<file path="config.mk">
export PLATFORM = sky130hd
export DESIGN_NAME = gpc_div_cell
export DESIGN_NICKNAME = d
export VERILOG_FILES = /design/src/design/gait_phase_clock_sin_cos_defines.svh /design/src/design/gpc_div_cell.sv
export SDC_FILE = /design/constraint.sdc
export NUM_CORES = 1
export LEC_CHECK = 0
export BUFFER_PORTS_ARGS = -buffer_cell sky130_fd_sc_hd__buf_2
export CAP_MARGIN = 5
export CORE_ASPECT_RATIO = 1.75
export CORE_MARGIN = 2
export CORE_UTILIZATION = 48
export CTS_CLUSTER_SIZE = 16
export DETAILED_ROUTE_END_ITERATION = 7
export PLACE_DENSITY_LB_ADDON = 0.2
export SLEW_MARGIN = 30
export SYNTH_ARGS = -nofsm -noshare
export SYNTH_HDL_FRONTEND = slang
export SYNTH_SLANG_ARGS = --single-unit
</file>
<file path="constraint.sdc">
create_clock -name clock -period 4.3 [get_ports clock]
set_input_delay 0.43 -clock clock [delete_from_list [all_inputs] [get_ports clock]]
set_output_delay 0.43 -clock clock [all_outputs]
set_load 0.02 [all_outputs]
</file>
<file path="src/design/gait_phase_clock_sin_cos_defines.svh">
// ----------------------------------------------------------------------------
// Gait phase clock assertion macros
// Shared concurrent assertion forms, clocked on clock, off during reset.
// ----------------------------------------------------------------------------
`ifndef GAIT_PHASE_CLOCK_SIN_COS_DEFINES_SVH
`define GAIT_PHASE_CLOCK_SIN_COS_DEFINES_SVH

// same-cycle implication
`define GPC_ASSERT_NOW(lbl, ante, cons) \
   lbl: assert property (@(posedge clock) disable iff (reset) (ante) |-> (cons)) \
      else $error("gpc assertion failed");

// next-cycle implication
`define GPC_ASSERT_NEXT(lbl, ante, cons) \
   lbl: assert property (@(posedge clock) disable iff (reset) (ante) |=> (cons)) \
      else $error("gpc assertion failed");

`endif

</file>
<file path="src/design/gpc_div_cell.sv">
// ----------------------------------------------------------------------------
// Gait phase clock divider cell
// One restoring division step: shifts in one dividend bit, subtracts the
// period when it fits and shifts the quotient bit into the dividend word.
// ----------------------------------------------------------------------------
module gpc_div_cell #(
   parameter int unsigned NB = 48
) (
   input  logic          clock,
   input  logic          reset,
   input  logic          en,
   input  logic [31:0]   divisor,
   input  logic          in_vld,
   input  logic [31:0]   in_rem,
   input  logic [NB-1:0] in_num,
   output logic          out_vld,
   output logic [31:0]   out_rem,
   output logic [NB-1:0] out_num
);

   logic          vld_ff;
   logic [31:0]   rem_ff, rem_in;
   logic [NB-1:0] num_ff, num_in;
   logic [32:0]   trial;
   logic          fits;

   always_comb begin
      trial  = {in_rem, in_num[NB-1]};
      fits   = trial >= {1'b0, divisor};
      rem_in = fits ? 32'(trial - {1'b0, divisor}) : trial[31:0];
      num_in = {in_num[NB-2:0], fits};
   end

   always_ff @(posedge clock) begin
      if (reset) begin
         vld_ff <= 1'b0;
      end else if (en) begin
         vld_ff <= in_vld;
      end
      if (en) begin
         rem_ff <= rem_in;
         num_ff <= num_in;
      end
   end

   assign out_vld = vld_ff;
   assign out_rem = rem_ff;
   assign out_num = num_ff;

endmodule

</file>
### Word level (Yosys, flattened, before mapping)

Index checks and enable logic that the tools add are counted.

| operators by class | value |
|---|---|
| add/subtract/negate cells | 1 |
| magnitude comparators | 1 |
| multiplexer cells | 1 |

Operators with widths:

| cell | count |
|---|---|
| 33-bit by 32-bit greater-or-equal comparator with 1-bit output | 1 |
| 32-bit two-way mux | 1 |
| 32-bit subtractor | 1 |

| storage, ports and cells | value |
|---|---|
| bits in registers | 81 |
| input bits | 116 |
| output and inout port bits | 81 |
| word-level logic and storage cells | 6 |

### Longest topological paths before layout

Gate-level depths: netlist of the first run.

| depth | value |
|---|---|
| depth after elaboration | 2 |
| mapped depth | 13 |
| gate-level depth less buffers | 12 |

### Worst setup path before layout of the first run

OpenSTA, ideal clock, no wires.

| timing | value |
|---|---|
| path type | input port to flip-flop |
| start point | in divisor[7] |
| end point | reg rem_ff[13] (netlist: out_rem[13]) (data pin) |
| setup time | 0.262 ns |
| data arrival time | 2.943 ns |
| required time | 4.038 ns |
| path slack | 1.095 ns |
| stages | 12 |
| path buffers | 2 |
| cells stage by stage | inv_1 > ha_1 > buf_2 > nand4_1 > or4_1 > a21oi_1 > nor3_1 > a211oi_2 > o21ai_2 > o31ai_4 > buf_4 > mux2_1 |

| on the way | value |
|---|---|
| longest elaborated chain between the ends | 2 |

Ends and longest elaborated chain:

| item | line | text |
|---|---|---|
| start, declared | gpc_div_cell.sv:12 | `input logic [31:0] divisor,` |
| 32-bit subtractor / 33-bit by 32-bit greater-or-equal comparator with 1-bit output (equally long branches) | gpc_div_cell.sv:30, gpc_div_cell.sv:29 |  |
| 32-bit two-way mux (*) | gpc_div_cell.sv:30 | `rem_in = fits ? 32'(trial - {1'b0, divisor}) : trial[31:0];` |
| named net rem_in[13] | gpc_div_cell.sv:22 | `logic [31:0] rem_ff, rem_in;` |
| end signal, assigned | gpc_div_cell.sv:41 | `rem_ff <= rem_in;` |
| end, declared | gpc_div_cell.sv:22 |  |

Mark *: on every way through the listed nets, which the timed path passes. The rest lies on a longest branch.
A chain may end at the register's enable or synchronous reset.

### Final worst setup path of the first run

| timing | value |
|---|---|
| start point | in in_num[47] |
| end point | reg rem_ff[30] (netlist: out_rem[30]) (data pin) |

| on the way | value |
|---|---|
| longest elaborated chain between the ends | 2 |

Ends and longest elaborated chain:

| item | line | text |
|---|---|---|
| start, declared | gpc_div_cell.sv:15 | `input logic [NB-1:0] in_num,` |
| 32-bit subtractor / 33-bit by 32-bit greater-or-equal comparator with 1-bit output (equally long branches) | gpc_div_cell.sv:30, gpc_div_cell.sv:29 |  |
| 32-bit two-way mux (*) | gpc_div_cell.sv:30 |  |
| named net rem_in[30] | gpc_div_cell.sv:22 |  |

Marks and branches as above.

==> results of run 1 <==
state kept, by name, indices dropped and copies added (netlist names):
signal   cells
out_num     48
out_rem     32
out_vld      1
layer usage:
| layer | wire, um | vias up | track usage |
|---|---|---|---|
| li1 | - | 1941 | - |
| met1 | 4230 | 1821 | 0.245 |
| met2 | 6730 | 139 | 0.441 |
| met3 | 606 | 29 | 0.0451 |
| met4 | 412 | 0 | 0.118 |
| met5 | 0 | - | 0 |
report_power, final:
| part | switching, mW | internal (mW) | total (mW) | leakage (nW) |
|---|---|---|---|---|
| registers | 0.0220 | 0.978 | 1.00 | 0.792 |
| logic | 0.385 | 0.247 | 0.633 | 1.84 |
| clock network | 0.315 | 0.571 | 0.886 | 0.163 |
cells by family (layout without fill, tap and decap cells):
family,count (synthesis),in the layout,share of synthesized area
AO/OA/AOI/OAI,118,118,0.158
AND/OR/NAND/NOR,99,99,0.0984
flip-flops,81,81,0.522
buffers and inverters,55,252,0.0493
adder cells (fa/ha/maj),33,33,0.0905
XOR/XNOR,27,27,0.0509
multiplexers,13,13,0.0307
synthesized netlist by cell type (all sizes together), types with 2 or more instances:
cell type,count
edfxtp,80
a21oi,54
inv,38
nor2,37
ha,32
nand2,27
o21ai,17
xnor2,16
a21o,12
buf,11
xor2,11
mux2,10
nand3,8
nand4,7
clkbuf,6
o21a,6
a31oi,5
a211oi,4
nand2b,4
nor4,4
o211ai,4
mux2i,3
o21bai,3
a211o,2
a2bb2oi,2
and4,2
nor2b,2
nor3,2
o22ai,2
o31ai,2
o41ai,2
worst max path at each step:
stage / endpoint / from / cells past startpoint
2_1_floorplan: out_rem[13] / divisor[7] / 12
3_3_place_gp: out_rem[4] / divisor[15] / 12
3_5_place_dp: out_rem[30] / divisor[15] / 12
4_1_cts: out_rem[3] / divisor[15] / 12
5_1_grt: out_rem[30] / in_num[47] / 13
6_report: out_rem[30] / in_num[47] / 13
through the flow:
stage	instance area [um2]	total power [mW]
2_1_floorplan	4640	1.42
3_3_place_gp	5720	1.64
3_5_place_dp	5720	1.65
4_1_cts	6060	2.54
5_1_grt	6070	2.63
6_report	6070	2.52
layout make-up:
| type | count | area share |
|---|---|---|
| sequential | 81 | 0.399 |
| multi-input combinational | 290 | 0.328 |
| timing repair buffer | 198 | 0.167 |
| clock buffer | 10 | 0.0377 |
| tap | 122 | 0.0252 |
| inverter | 38 | 0.0235 |
| clock inverter | 6 | 0.0190 |
worst max-delay path, cell delays in order:
cell and delay [ns]:
buf_2 0.09, inv_1 0.04, ha_1 0.20, fa_1 0.41
nand2b_1 0.18, a21oi_1 0.15, o21ai_0 0.22, o311a_1 0.38
a31oi_1 0.28, a21oi_1 0.18, o41ai_1 0.38, xor2_1 0.13
mux2_1 0.32
==> flow_metrics.tcl, run 1 <==
set metrics [dict create \
    status "complete, no violations" \
    fin_cells 745 \
    core_um2 9410 \
    hpwl_mm 9.35 \
    end_kind "flop" \
    holdBufCountCts 0 \
    cts-root-buf "clkbuf_16" \
    fin_hold_ws_ns 0.245 \
    multi_input_area_um2 1990 \
    cts_tree "done" \
    required_ns 4.39 \
    wirelength_mm 12.0 \
    wire_per_inst_um 16.1 \
    final_common_cell "buf_2" \
    whs_endpoint "out_vld" \
    synth_edf_count 80 \
    finalCriticalPeriod_ns 3.29 \
    fp.dieH_um 134 \
    diodes 0 \
    skew_ns 0 \
    ant_nets 0 \
    die_x_um 78.3 \
    grt_antenna_before_repair 0 \
    cts.sinks 81 \
    start_util 0.493 \
    tightestPinTransition_ns 0.750 \
    cp_max_fo 4 \
    yosysUniqueCellTypes 48 \
    gp_congestion 0.916 \
    finalSetupViolCount 0 \
    syn_to_final_growth_pct 30.7 \
    viasPerCell 5.28 \
    cts_max_path_buffers 2 \
    drv_cap 0 \
    synth_fp_nets 575 \
    placedCellCount 729 \
    regToRegEndpoint "out_vld" \
    synth_ff_type "edfxtp_1" \
    synth_top_area_frac 0.517 \
    clock.fmax_mhz 304 \
    rows 47 \
    mostFrequentLayoutCells "buf_2 (195), edfxtp_1 (80), a21oi_1 (54), inv_1 (38), nor2_1 (37)" \
    hold_viol_final 0 \
    cellPowerDensity_nw_per_um2 415 \
    worstSkewPairLatency_ns 0.34 \
    htreeDepth 3 \
    clk_pin_slew_ns 0.07 \
    grt_pass1_vias 4084 \
    io_pins 197 \
    dp_slack_ns 0.713 \
    io_buffer_count 196 \
    via_count 3930 \
    dieArea_um2 10500 \
    cts.repair.resized 0 \
    crit_path_start_kind "input pin" \
    rr_worst_depth 2 \
    critPathKind "input pin to flop" \
    min-delay-start "reset" \
    rsz0062_at_grt "false" \
    drtPass1Iterations 4 \
    drive_gt1_frac 0.360 \
    r2r_slack_ns 3.71 \
    critPathArrivalTime_ns 3.38 \
    synthArstFlopShare 0 \
    overflow 0 \
    min_delay_path_depth 2 \
    layout_setup_ws_ns 1.01 \
    grt_start_max_net_pins 82 \
    regArea_um2 2420 \
    cts_buffers 9 \
    syn_inst 426 \
    grtUsageTotal 0.235 \
    yosysSeqAreaShare 0.522 \
    grt_pass1_wl_mm 19.1 \
    finalCritPeriodShare 0.765 \
    synth_area_um2 4640 \
    avgSynthCellArea_um2 10.9 \
    synth-seq-cells 81 \
    cts_setup_buffers 0 \
    finish.utilization 0.645 \
    synth.area.top_cells "edfxtp_1 (52%), ha_1 (8.6%), a21oi_1 (5.8%)" \
    ir_drop_mv 0.260 \
    reg2reg_from "out_vld" \
    p_leak_nw 2.80 \
    yosysTopAreaCell "edfxtp_1" \
    hp-class "input pin to flop" \
    drt_iter0_markers 216 \
    maxSlewHeadroom 0.500 \
    nets 767 \
    setup-tns-final_ns 0 \
    drc 0 \
    synth-warning-count 0 \
    report.final.slew_viol_count 0 \
    fillCellCount 816 \
]
(Power assumes the default switching activity.)
==> run 2: changes to the inputs <==
- ABC_AREA: unset -> 1
- CORE_UTILIZATION: 48 -> 51
- clock period: 4.3 -> 3.1 ns (I/O delays scaled with it)
==> run 2 against run 1 <==
Net effect: synthesized cell count grew 71%; utilization grew 0.58 points; first-iteration DRC count grew 20%; register-to-register slack lost 1.2 ns; via count grew 34%; hold slack lost 0.12 ns; sequential cell count is the same; routed wire length grew 27%; setup slack lost 0.54 ns.
==> flow_metrics.tcl, run 2 <==
set metrics [dict create \
    status "complete, no violations" \
    synth-warning-count 0 \
    fin_cells 1063 \
    synth_edf_count 80 \
    hold_viol_final 0 \
    path_buf_inv 3 \
    synth_fp_nets 879 \
    skew_ns 0 \
    whs_endpoint "out_vld" \
    cellPowerDensity_nw_per_um2 489 \
    finish.instance_area_um2 6960 \
    path_delay_family "simple AND/OR/NAND/NOR gates" \
    clock.fmax_mhz 380 \
    min_delay_path_depth 2 \
    r2r_slack_ns 2.51 \
    ys_top_cells_by_count "nand2_1 (274), inv_1 (150), edfxtp_1 (80), nand3_1 (56), nor2_1 (35)" \
    fillCellCount 1003 \
    mostFrequentLayoutCells "nand2_1 (274), buf_2 (195), inv_1 (150), edfxtp_1 (80), nand3_1 (56)" \
    synth_top_area_frac 0.429 \
    viasPerCell 4.95 \
    ir_drop_mv 0.459 \
    swShare 0.323 \
    combPwrFrac 0.281 \
    wire_per_inst_um 14.3 \
    required_ns 3.19 \
    gp_congestion 1.01 \
    cts.sinks 81 \
    largest_reg_flops 48 \
    worstSkewPairLatency_ns 0.34 \
    syn_inst 730 \
    diodes 0 \
    via_count 5257 \
    grt_start_max_net_pins 82 \
    overflow 0 \
    rsz0062_at_grt "false" \
    grtUsageTotal 0.259 \
    yosysUniqueCellTypes 28 \
    placedCellCount 1047 \
    syn_to_final_growth_pct 24.4 \
    grt_pass1_wl_mm 24.2 \
    synth-seq-cells 81 \
    end_kind "flop" \
    place_area_um2 6660 \
    tightestPinTransition_ns 0.890 \
    cts_tree "done" \
    synth.area.top_cells "edfxtp_1 (43%), nand2_1 (18%), inv_1 (10%)" \
    synth_ff_type "edfxtp_1" \
    synthArstFlopShare 0 \
    crit_path_start_kind "input pin" \
    drv_cap 0 \
    worstPathCellList "buf_2 -> inv_1 -> ha_1 -> nand2_1 -> inv_1 -> nand2_1 -> nand2_1 -> a21oi_1 -> nand2_1 -> nor2_4 -> nand2_8 -> nand3_2 -> nand2_1" \
    grt_antenna_before_repair 0 \
    p_switching_mw 1.10 \
    drive_gt1_frac 0.252 \
    finalCriticalPeriod_ns 2.63 \
    ant_nets 0 \
    clock_power_share 0.314 \
    clk_pin_slew_ns 0.06 \
    seq_power_share 0.405 \
    finalSetupViolCount 0 \
    synth_area_um2 5600 \
    maxSlewHeadroom 0.405 \
    fp.dieH_um 143 \
    cts-root-buf "clkbuf_16" \
    avgSynthCellArea_um2 7.67 \
    cts_buffers 9 \
    nets 1077 \
    io_buffer_count 196 \
    final_common_cell "nand2_1" \
    cts_setup_buffers 0 \
    report.final.slew_viol_count 0 \
    regArea_um2 2420 \
    hpwl_mm 12.2 \
    rows 50 \
    p_int_mw 2.31 \
    io_pins 197 \
    cp_max_fo 35 \
    critPathKind "input pin to flop" \
    cpMaxStageDelayCell "nor2_4" \
    core_um2 10700 \
    yosysSeqAreaShare 0.433 \
    critPathMaxStageDelay_ns 0.67 \
    finalCritPeriodShare 0.850 \
    htreeDepth 3 \
    drc 0 \
    cts.repair.resized 0 \
    cts_max_path_buffers 2 \
    finish.utilization 0.651 \
    synth_most_common_cell "nand2_1" \
    regToRegEndpoint "out_vld" \
    yosysTopAreaCell "edfxtp_1" \
    dieArea_um2 11900 \
    rr_worst_depth 2 \
    holdBufCountCts 0 \
    critPathArrivalTime_ns 2.73 \
    wirelength_mm 15.2 \
    drt_iter0_markers 260 \
    start_util 0.523 \
    setup-tns-final_ns 0 \
    cp_common_cell "nand2_1" \
    drtPass1Iterations 4 \
    multi_input_area_um2 2520 \
    reg2reg_from "out_vld" \
    min-delay-start "reset" \
    die_x_um 83.2 \
    grt_pass1_vias 5383 \
    p_leak_nw 3.86 \
    hp-class "input pin to flop" \
]
## run 2: kinds of logic (layout without fill, tap and decap cells)
| kind of cell | count (synthesis) | in the layout | synth area share |
|---|---|---|---|
| simple gates | 416 | 416 | 0.329 |
| buf+inv | 160 | 363 | 0.116 |
| flops | 81 | 81 | 0.433 |
| fa+ha+maj | 33 | 33 | 0.0751 |
| compound gates | 25 | 25 | 0.0232 |
| xor+xnor | 14 | 14 | 0.0219 |
| mux | 1 | 1 | 0.00179 |
## run 2: metal layers
layer	routed length [um]	vias up	GRT usage
li1	-	2681	-
met1	5260	2306	0.242
met2	8160	208	0.501
met3	892	62	0.0435
met4	926	0	0.179
met5	0	-	0
## run 2: area by class of cell
type / instances / area share
multi-input cells: 489 / 0.363
flip-flops and latches: 81 / 0.348
repair buffers: 197 / 0.143
inverters: 150 / 0.0809
clock buffers: 10 / 0.0329
well taps: 130 / 0.0234
clock inverters: 6 / 0.00935
## run 2: metrics by stage
step	setup WS (ns)	hold slack (ns)	power (mW)
2_1_floorplan	1.19	0.382	2.04
3_3_place_gp	0.165	0.470	2.34
3_5_place_dp	0.139	0.474	2.36
4_1_cts	0.490	0.124	3.42
5_1_grt	0.264	0.124	3.57
6_report	0.465	0.124	3.41
## run 2: how the worst max path moves through the flow
stage / from / to / slack, ns / cells after the start
after detailed placement: divisor[28] / out_rem[17] / 0.14 / 13
after global placement: divisor[28] / out_rem[17] / 0.17 / 11
after floorplan: in_num[47] / out_rem[16] / 1.19 / 13
after CTS: divisor[28] / out_rem[17] / 0.49 / 13
final: divisor[28] / out_rem[17] / 0.47 / 13
after global routing: divisor[28] / out_rem[0] / 0.26 / 13
## run 2: worst register-to-register path, stage by stage (launching register included)
cell     delay [ns]
dfxtp_1        0.31
mux2i_1        0.12
nor2_1         0.05
## run 2: power groups by stage
stage	clock network, mW	registers [mW]	logic (mW)
global route	1.12	1.39	1.07
CTS	1.08	1.38	0.960
global placement	0	1.40	0.943
finish	1.07	1.38	0.958
detailed placement	0	1.40	0.957
floorplan	0	1.56	0.478
